`src/hdl/gbns_pkg.sv`:
```
package gbns_pkg;

  localparam int SEQ_W  = 16;
  localparam int DATA_W = 64;
  // Sized for the largest window the core supports (16 packets)
  localparam int CNT_W  = 5;
  localparam int PTR_W  = 4;

  localparam logic [1:0] MODE_SEND    = 2'd0;
  localparam logic [1:0] MODE_ACK     = 2'd1;
  localparam logic [1:0] MODE_TIMEOUT = 2'd2;

  typedef enum logic [1:0] {
    CMD_NULL,
    CMD_SEND,
    CMD_ACK,
    CMD_RETX
  } cmd_kind_t;

  // One classified item handed from front to back.
  // seq  : send seq / old base for ack / base for retransmit
  // seq2 : new base after ack
  // flag : send into empty window / packets remain after ack
  typedef struct packed {
    cmd_kind_t           kind;
    logic [SEQ_W-1:0]    seq;
    logic [SEQ_W-1:0]    seq2;
    logic                flag;
    logic [DATA_W-1:0]   data;
    logic [CNT_W-1:0]    cnt;
    logic [PTR_W-1:0]    ptr;
  } cmd_t;

endpackage

```
`src/hdl/go_back_n_sender_core.sv`:
```
// Go-Back-N sender core. Each input transaction is a send (tuser 0), an
// acknowledgement (tuser 1) or a timer expiry (tuser 2); it produces one or more
// result transactions, the final one marked by out_tlast. Sends and dropped
// items give one result, a good cumulative acknowledgement one or two (timer
// stop, then timer restart on the new oldest packet), and a timeout with N
// packets outstanding gives N retransmissions. The front end classifies and
// updates window state and passes a command through a two-entry queue; the
// back end emits one result per cycle while the receiver is ready, through a
// registered output. After a timeout the input hold-off is only released once
// the last retransmission has been issued. While a retransmission is queued
// or running the input is held off, since the back end is reading the packet
// buffer; the buffer (WINDOW words of 64 bits) is a ring addressed from the
// oldest unacknowledged packet. WINDOW may be set from 1 to 16.
module go_back_n_sender_core
  import gbns_pkg::*;
#(
  parameter int WINDOW = 4
) (
  input  logic         clk,
  input  logic         rst_n,
  input  logic         in_tvalid,
  output logic         in_tready,
  input  logic [1:0]   in_tuser,   // mode
  input  logic [87:0]  in_tdata,   // payload[63:0], ack_number[79:64], ack_check_ok[80]
  output logic         out_tvalid,
  input  logic         out_tready,
  output logic         out_tlast,
  output logic         out_tuser,  // packet_valid
  output logic [103:0] out_tdata   // packet_seq[15:0], packet_data[79:16], accepted[80],
                                   // timer_start[81], timer_stop[82], timer_seq[98:83]
);

  localparam int PW = (WINDOW > 1) ? $clog2(WINDOW) : 1;

  logic              f_cmd_valid, f_cmd_ready;
  cmd_t              f_cmd;
  logic              b_cmd_valid, b_cmd_ready;
  cmd_t              b_cmd;
  logic              rtx_done;
  logic [PW-1:0]     rd_addr;
  logic [DATA_W-1:0] rd_data;

  logic              pv, acc, tstart, tstop;
  logic [SEQ_W-1:0]  pseq, tseq;
  logic [DATA_W-1:0] pdata;

  // Front end: window bookkeeping and packet buffer
  gbns_front #(
    .WINDOW (WINDOW)
  ) u_front (
    .clk          (clk),
    .rst_n        (rst_n),
    .in_valid     (in_tvalid),
    .in_ready     (in_tready),
    .mode         (in_tuser),
    .payload      (in_tdata[63:0]),
    .ack_number   (in_tdata[79:64]),
    .ack_check_ok (in_tdata[80]),
    .cmd_valid    (f_cmd_valid),
    .cmd_ready    (f_cmd_ready),
    .cmd          (f_cmd),
    .rtx_done     (rtx_done),
    .rd_addr      (rd_addr),
    .rd_data      (rd_data)
  );

  gbns_cmd_fifo u_fifo (
    .clk      (clk),
    .rst_n    (rst_n),
    .wr_valid (f_cmd_valid),
    .wr_ready (f_cmd_ready),
    .wr_data  (f_cmd),
    .rd_valid (b_cmd_valid),
    .rd_ready (b_cmd_ready),
    .rd_data  (b_cmd)
  );

  // Back end: expands each command into result transactions
  gbns_back #(
    .WINDOW (WINDOW)
  ) u_back (
    .clk          (clk),
    .rst_n        (rst_n),
    .cmd_valid    (b_cmd_valid),
    .cmd_ready    (b_cmd_ready),
    .cmd          (b_cmd),
    .rtx_done     (rtx_done),
    .rd_addr      (rd_addr),
    .rd_data      (rd_data),
    .out_valid    (out_tvalid),
    .out_ready    (out_tready),
    .packet_valid (pv),
    .packet_seq   (pseq),
    .packet_data  (pdata),
    .accepted     (acc),
    .timer_start  (tstart),
    .timer_stop   (tstop),
    .timer_seq    (tseq),
    .last         (out_tlast)
  );

  assign out_tuser = pv;
  assign out_tdata = {5'd0, tseq, tstop, tstart, acc, pdata, pseq};

endmodule

```
`src/hdl/gbns_front.sv`:
```
module gbns_front
  import gbns_pkg::*;
#(
  parameter int WINDOW = 4
) (
  input  logic                                 clk,
  input  logic                                 rst_n,
  input  logic                                 in_valid,
  output logic                                 in_ready,
  input  logic [1:0]                           mode,
  input  logic [DATA_W-1:0]                    payload,
  input  logic [SEQ_W-1:0]                     ack_number,
  input  logic                                 ack_check_ok,
  output logic                                 cmd_valid,
  input  logic                                 cmd_ready,
  output cmd_t                                 cmd,
  input  logic                                 rtx_done,
  input  logic [((WINDOW > 1) ? $clog2(WINDOW) : 1)-1:0] rd_addr,
  output logic [DATA_W-1:0]                    rd_data
);

  localparam int PW = (WINDOW > 1) ? $clog2(WINDOW) : 1;
  localparam int CW = $clog2(WINDOW + 1);
  localparam int SW = CW + 1;
  localparam logic [CW-1:0] WIN_C  = CW'(WINDOW);
  localparam logic [SW-1:0] WIN_SW = SW'(WINDOW);

  logic [SEQ_W-1:0]  base_r, base_nxt;
  logic [SEQ_W-1:0]  nseq_r, nseq_nxt;
  logic [CW-1:0]     outs_r, outs_nxt;
  logic              full_r, full_nxt;
  logic [PW-1:0]     head_r, head_nxt;
  logic              rtx_pend_r, rtx_pend_nxt;
  logic [DATA_W-1:0] store_r [WINDOW];

  logic              accept;
  logic              we;
  logic [SW-1:0]     wr_sum;
  logic [PW-1:0]     wr_idx;
  logic [SEQ_W-1:0]  ack_off;
  logic              ack_hit;
  logic [CW-1:0]     acked;
  logic [SW-1:0]     hd_sum;

  // Hold off new items while a retransmission still reads the buffer
  assign in_ready = cmd_ready && !rtx_pend_r;
  assign accept   = in_valid && in_ready;
  assign rd_data  = store_r[rd_addr];

  assign wr_sum = SW'(head_r) + SW'(outs_r);
  assign wr_idx = (wr_sum >= WIN_SW) ? PW'(wr_sum - WIN_SW) : PW'(wr_sum);

  assign ack_off = ack_number - base_r;
  assign ack_hit = (outs_r != '0) && ack_check_ok && (ack_off < SEQ_W'(outs_r));
  assign acked   = CW'(ack_off) + CW'(1);
  assign hd_sum  = SW'(head_r) + SW'(acked);

  always_comb begin
    base_nxt     = base_r;
    nseq_nxt     = nseq_r;
    outs_nxt     = outs_r;
    full_nxt     = full_r;
    head_nxt     = head_r;
    rtx_pend_nxt = rtx_pend_r && !rtx_done;
    we           = 1'b0;
    cmd_valid    = accept;
    cmd          = '0;
    cmd.kind     = CMD_NULL;
    if (accept) begin
      if (mode == MODE_SEND) begin
        if (!full_r) begin
          we        = 1'b1;
          outs_nxt  = outs_r + CW'(1);
          nseq_nxt  = nseq_r + SEQ_W'(1);
          full_nxt  = (outs_r + CW'(1)) == WIN_C;
          cmd.kind  = CMD_SEND;
          cmd.seq   = nseq_r;
          cmd.flag  = (outs_r == '0);
          cmd.data  = payload;
        end
      end else if (mode == MODE_ACK) begin
        if (ack_hit) begin
          base_nxt  = base_r + SEQ_W'(acked);
          outs_nxt  = outs_r - acked;
          full_nxt  = 1'b0;
          head_nxt  = (hd_sum >= WIN_SW) ? PW'(hd_sum - WIN_SW) : PW'(hd_sum);
          cmd.kind  = CMD_ACK;
          cmd.seq   = base_r;
          cmd.seq2  = base_r + SEQ_W'(acked);
          cmd.flag  = (outs_r != acked);
        end
      end else if (mode == MODE_TIMEOUT) begin
        if (outs_r != '0) begin
          rtx_pend_nxt = 1'b1;
          cmd.kind     = CMD_RETX;
          cmd.seq      = base_r;
          cmd.cnt      = CNT_W'(outs_r);
          cmd.ptr      = PTR_W'(head_r);
        end
      end
    end
  end

  always_ff @(posedge clk) begin
    if (!rst_n) begin
      base_r     <= '0;
      nseq_r     <= '0;
      outs_r     <= '0;
      full_r     <= 1'b0;
      head_r     <= '0;
      rtx_pend_r <= 1'b0;
    end else begin
      base_r     <= base_nxt;
      nseq_r     <= nseq_nxt;
      outs_r     <= outs_nxt;
      full_r     <= full_nxt;
      head_r     <= head_nxt;
      rtx_pend_r <= rtx_pend_nxt;
    end
  end

  always_ff @(posedge clk) begin
    if (we) begin
      store_r[wr_idx] <= payload;
    end
  end

endmodule

```
`src/hdl/gbns_cmd_fifo.sv`:
```
module gbns_cmd_fifo
  import gbns_pkg::*;
(
  input  logic clk,
  input  logic rst_n,
  input  logic wr_valid,
  output logic wr_ready,
  input  cmd_t wr_data,
  output logic rd_valid,
  input  logic rd_ready,
  output cmd_t rd_data
);

  cmd_t       mem_r [2];
  logic       wptr_r, wptr_nxt;
  logic       rptr_r, rptr_nxt;
  logic [1:0] cnt_r, cnt_nxt;
  logic       push, pop;

  assign wr_ready = (cnt_r != 2'd2);
  assign rd_valid = (cnt_r != 2'd0);
  assign rd_data  = mem_r[rptr_r];
  assign push     = wr_valid && wr_ready;
  assign pop      = rd_valid && rd_ready;

  always_comb begin
    wptr_nxt = push ? !wptr_r : wptr_r;
    rptr_nxt = pop ? !rptr_r : rptr_r;
    cnt_nxt  = cnt_r + 2'(push) - 2'(pop);
  end

  always_ff @(posedge clk) begin
    if (!rst_n) begin
      wptr_r <= 1'b0;
      rptr_r <= 1'b0;
      cnt_r  <= 2'd0;
    end else begin
      wptr_r <= wptr_nxt;
      rptr_r <= rptr_nxt;
      cnt_r  <= cnt_nxt;
    end
  end

  always_ff @(posedge clk) begin
    if (push) begin
      mem_r[wptr_r] <= wr_data;
    end
  end

endmodule

```
`src/hdl/gbns_back.sv`:
```
module gbns_back
  import gbns_pkg::*;
#(
  parameter int WINDOW = 4
) (
  input  logic                                 clk,
  input  logic                                 rst_n,
  input  logic                                 cmd_valid,
  output logic                                 cmd_ready,
  input  cmd_t                                 cmd,
  output logic                                 rtx_done,
  output logic [((WINDOW > 1) ? $clog2(WINDOW) : 1)-1:0] rd_addr,
  input  logic [DATA_W-1:0]                    rd_data,
  output logic                                 out_valid,
  input  logic                                 out_ready,
  output logic                                 packet_valid,
  output logic [SEQ_W-1:0]                     packet_seq,
  output logic [DATA_W-1:0]                    packet_data,
  output logic                                 accepted,
  output logic                                 timer_start,
  output logic                                 timer_stop,
  output logic [SEQ_W-1:0]                     timer_seq,
  output logic                                 last
);

  localparam int PW = (WINDOW > 1) ? $clog2(WINDOW) : 1;
  localparam int CW = $clog2(WINDOW + 1);
  localparam int SW = CW + 1;
  localparam logic [SW-1:0] WIN_SW = SW'(WINDOW);

  typedef struct packed {
    logic              pv;
    logic [SEQ_W-1:0]  seq;
    logic [DATA_W-1:0] data;
    logic              acc;
    logic              tstart;
    logic              tstop;
    logic [SEQ_W-1:0]  tseq;
    logic              last;
  } res_t;

  logic          out_valid_r, out_valid_nxt;
  res_t          res_r;
  logic          active_r, active_nxt;
  cmd_t          cur_r, cur_nxt;
  logic [CW-1:0] idx_r, idx_nxt;

  cmd_t          src;
  logic [CW-1:0] src_idx;
  logic          can_load, load;
  logic [SW-1:0] rd_sum;
  res_t          res;

  assign src       = active_r ? cur_r : cmd;
  assign src_idx   = active_r ? idx_r : '0;
  assign can_load  = !out_valid_r || out_ready;
  assign load      = can_load && (active_r || cmd_valid);
  assign cmd_ready = can_load && !active_r;

  assign rd_sum  = SW'(src.ptr[PW-1:0]) + SW'(src_idx);
  assign rd_addr = (rd_sum >= WIN_SW) ? PW'(rd_sum - WIN_SW) : PW'(rd_sum);

  always_comb begin
    res      = '0;
    res.last = 1'b1;
    unique case (src.kind)
      CMD_NULL: begin
        res.last = 1'b1;
      end
      CMD_SEND: begin
        res.pv     = 1'b1;
        res.seq    = src.seq;
        res.data   = src.data;
        res.acc    = 1'b1;
        res.tstart = src.flag;
        res.tseq   = src.flag ? src.seq : '0;
      end
      CMD_ACK: begin
        if (src_idx == '0) begin
          res.tstop = 1'b1;
          res.tseq  = src.seq;
          res.last  = !src.flag;
        end else begin
          res.tstart = 1'b1;
          res.tseq   = src.seq2;
        end
      end
      CMD_RETX: begin
        res.pv   = 1'b1;
        res.seq  = src.seq + SEQ_W'(src_idx);
        res.data = rd_data;
        if (src_idx == '0) begin
          res.tstart = 1'b1;
          res.tstop  = 1'b1;
          res.tseq   = src.seq;
        end
        res.last = (src_idx + CW'(1)) == src.cnt[CW-1:0];
      end
    endcase
  end

  always_comb begin
    out_valid_nxt = out_valid_r;
    active_nxt    = active_r;
    cur_nxt       = cur_r;
    idx_nxt       = idx_r;
    if (can_load) begin
      out_valid_nxt = load;
    end
    if (load) begin
      active_nxt = !res.last;
      cur_nxt    = src;
      idx_nxt    = src_idx + CW'(1);
    end
  end

  assign rtx_done = load && res.last && (src.kind == CMD_RETX);

  always_ff @(posedge clk) begin
    if (!rst_n) begin
      out_valid_r <= 1'b0;
      active_r    <= 1'b0;
    end else begin
      out_valid_r <= out_valid_nxt;
      active_r    <= active_nxt;
    end
  end

  always_ff @(posedge clk) begin
    cur_r <= cur_nxt;
    idx_r <= idx_nxt;
    if (load) begin
      res_r <= res;
    end
  end

  assign out_valid    = out_valid_r;
  assign packet_valid = res_r.pv;
  assign packet_seq   = res_r.seq;
  assign packet_data  = res_r.data;
  assign accepted     = res_r.acc;
  assign timer_start  = res_r.tstart;
  assign timer_stop   = res_r.tstop;
  assign timer_seq    = res_r.tseq;
  assign last         = res_r.last;

endmodule

```
`config.mk`:
```
export PLATFORM = sky130hd
export DESIGN_NAME = go_back_n_sender_core
export DESIGN_NICKNAME = d
export VERILOG_FILES = /design/src/hdl/gbns_pkg.sv /design/src/hdl/go_back_n_sender_core.sv /design/src/hdl/gbns_front.sv /design/src/hdl/gbns_cmd_fifo.sv /design/src/hdl/gbns_back.sv
export SDC_FILE = /design/constraint.sdc
export NUM_CORES = 1
export LEC_CHECK = 0
export ABC_AREA = 1
export BUFFER_PORTS_ARGS = -buffer_cell sky130_fd_sc_hd__buf_2
export CORE_ASPECT_RATIO = 0.5
export CORE_MARGIN = 2
export CORE_UTILIZATION = 65
export DETAILED_ROUTE_END_ITERATION = 7
export PLACE_DENSITY_LB_ADDON = 0.12
export SLEW_MARGIN = 20
export SYNTH_ARGS = -nofsm -noshare
export SYNTH_HDL_FRONTEND = slang
export SYNTH_SLANG_ARGS = --single-unit
```
`constraint.sdc`:
```
create_clock -name clk -period 21.4 [get_ports clk]
set_input_delay 3.21 -clock clk [delete_from_list [all_inputs] [get_ports clk]]
set_output_delay 3.21 -clock clk [all_outputs]
set_load 0.02 [all_outputs]
```
==> impl_metrics.toml <==
[status]
status = "completed"

[yosys]
synth_top_area_cell = "edfxtp_1"
syn-cell-area_mm2 = 0.0301
synth_seq_area_share_pct = 70.2
synth_most_common_cell = "edfxtp_1"
synth_cells = 2589
synthDistinctLibCells = 48
synth_common_cells = "edfxtp_1, nand2_1, inv_1"
synth_seq_cells = 718
netlist.area_leader.share_pct = 67.1
postSynthAreaPerCell_um2 = 11.6
async_reset_ff_share_pct = 0
synth-edff-count = 672
synth_ff_type = "edfxtp_1"
synth_area_leaders = "edfxtp_1, nand2_1, a21oi_1"
yosysWarningCount = 0

[power]
vdd_ir_drop_max_mv = 0.121
pwr_density_cell_mw_per_mm2 = 139
power.leakage_nw = 12.9
power_mw = 4.64

[drt]
drt_iter0_markers = 2079
drcViolationCount = 0
dr.pass1.iters = 5
totalWireLength_um = 67600
ant_nets = 0
viasPerCell = 5.82
routed-via-count = 19700
post_drt_wl_per_cell_um = 19.9

[grt]
grt-ovfl-total = 0
grtUsageMet2_pct = 48.2
grt_pass1_vias = 19400
antenna_found_initial = 5
grt_pass1_wl_um = 103000
globalRoute.busiestLayer = "met2"
use_met3_pct = 3.97
use_met1_pct = 37.5
grt_start_max_net_pins = 147
grt_use_total_pct = 27.9

[timing]
fin_skew_ns = 0.0326
period_needed_ns = 6.33
fin_crit_sh_pct = 29.6
fin_setup_tns_ns = 0
maxSlewViolCount = 0
final-hold-violation-count = 0
max_slew_margin_pct = 23.6
clock.fmax_mhz = 158
finalSetupViolations = 0
hold_ws_ns = 0.483
rsz0062_at_grt = "no"
worst_slew_pin_slew_ns = 1.15

[critical_path]
r2r-end = "u_back.packet_data[57]$_DFFE_PP_"
critPathLaunchType = "input pin"
path_max_fanout = 3
worstPathRequired_ns = 21.76
crit_chain = "buf_2, inv_1, ha_1, fa_1, inv_1, ha_1, inv_1, fa_1, or2_2, a21oi_1, nand2_1, nor2_1, nand2_1, nor2_1, nand2_1, nor2_1, xor2_1, or2_1, inv_1"
crit_path_frequent_cell = "inv_1"
r2r_cells = 9
critPathSlowestCell = "fa_1"
cp.arrival_ns = 6.69
slowest_delay_ns = 0.48
end_kind = "flop"
worstSetupPathType = "in -> reg"
rrSetupSlack_ns = 16.09

[cells_and_area]
area_growth_pct = 11.3
fill_cells = 3009
nets = 2873
multi_input_area_mm2 = 0.00762
drive_above_1_share_pct = 12.5
regArea_mm2 = 0.0211

[die]
die_h_um = 156
placementRows = 55
core_mm2 = 0.0454
fp.dieW_um = 308
io_pins = 202
dieArea_mm2 = 0.0481
initial_core_util_pct = 66.2

[clocking]
clkSinkCount = 718
postCtsSetupBuffers = 0
root_buffer = "clkbuf_16"
clockBufferDepth = 3
clkLatencyLatePin_ns = 0.61
hold_buffers = 0
htreeDepth = 2
cts.clk_slew.worst_paths_ns = 0.07
cts_tree = "built"
cts_resized = 0
cts_buffers = 58

[flow_run]
drv_cap = 0

[min_path]
hp-class = "reg -> reg"
min_to = "u_front.full_r$_SDFFE_PN0P_"
hold_start = "u_front.full_r$_SDFFE_PN0P_"
hold_depth = 2

[placement]
hpwlAfterDp_um = 36300
gp_congestion = 0.839
io_buffers = 189
## power by group
group	internal, mW	switching [mW]
clock network	0.594	0.489
logic	0.405	1.10
registers	1.97	0.0933
total	2.96	1.68
## how the worst max path moves through the flow
| stage | startpoint | endpoint | slack, ns |
|---|---|---|---|
| final | in_tdata[64] | u_fifo.mem_r[1][86]$_DFFE_PP_ | 15.07 |
| after CTS | in_tdata[64] | u_fifo.mem_r[0][86]$_DFFE_PP_ | 15.09 |
| after detailed placement | in_tdata[64] | u_fifo.mem_r[0][86]$_DFFE_PP_ | 14.49 |
| after global routing | in_tdata[64] | u_fifo.mem_r[0][86]$_DFFE_PP_ | 14.84 |
| after global placement | in_tdata[64] | u_fifo.mem_r[0][86]$_DFFE_PP_ | 14.53 |
| after floorplan | out_tready | u_front.rtx_pend_r$_SDFF_PN0_ | 6.90 |
## cell type report
class | count | area share [%]
Timing Repair Buffer | 215 | 3.57
Clock inverter | 33 | 1.03
Tap cell | 598 | 2.24
Multi-Input combinational cell | 1516 | 22.8
Antenna cell | 6 | 0.0449
Sequential cell | 718 | 63.1
Clock buffer | 77 | 4.71
Inverter | 228 | 2.58
## cell families after synthesis
logic type	after synthesis	share of synthesized area, %
AO/OA/AOI/OAI	387	7.74
XOR/XNOR	25	0.728
adder cells (fa/ha/maj)	42	1.85
buffers and inverters	359	4.80
flip-flops	718	70.2
multiplexers	1	0.0374
other	1	0.0125
AND/OR/NAND/NOR	1056	14.7
## cell usage in the layout (no fill, tap or decap), types with 7 or more instances in the layout
cell         n
a21oi_1    214
a21oi_2      9
a32o_1      64
buf_2      189
buf_4       23
clkbuf_1    16
clkbuf_16   60
clkinv_1     9
clkinv_2    18
dfxtp_1     44
edfxtp_1   672
ha_1        37
inv_1      219
nand2_1    563
nand3_1    198
nand4_1     18
nor2_1     217
nor3_1      15
nor3_2       7
o21ai_0     79
or2_1        8
xnor2_1      7
xor2_1      18
## state kept, by name, indices dropped and copies added (netlist names), 2 cells and up, named ones only
register / cells
u_back.packet_data: 64
u_front.head_r: 2
u_back.idx_r: 3
u_back.cur_r: 104
u_fifo.cnt_r: 2
u_back.packet_seq: 16
u_back.timer_seq: 16
u_front.base_r: 16
u_front.nseq_r: 16
u_front.outs_r: 3
u_front.store_r: 256
u_fifo.mem_r: 208
## worst max-delay path, delay by kind of cell
kind | cells | cell delay [ns]
and+or+nand+nor | 8 | 1.29
adders and majority gates | 4 | 1.43
xor gates and xnor gates | 1 | 0.16
AOI/OAI and AO/OA | 1 | 0.22
buffers and inverters | 5 | 0.36
## per-stage QoR
step | cells | utilization (%) | worst slack, ns | area (um2)
after floorplan | 2593 | - | 6.90 | 30100
after global placement | 3273 | 69.3 | 14.53 | 31500
after detailed placement | 3273 | 69.3 | 14.49 | 31500
after CTS | 3383 | 73.5 | 15.09 | 33400
after global routing | 3390 | 73.7 | 14.84 | 33500
final | 3391 | 73.7 | 15.07 | 33500
## routing by layer
layer  wire length (um)  up-vias  share of wire, %
met5                  0        -                 0
met3               5100      113               7.5
met2              33400      796                50
met4               1580        0               2.3
met1              27400     9494                41
li1                   -     9330                 -
No activity file was read; power rests on OpenSTA's default activity.
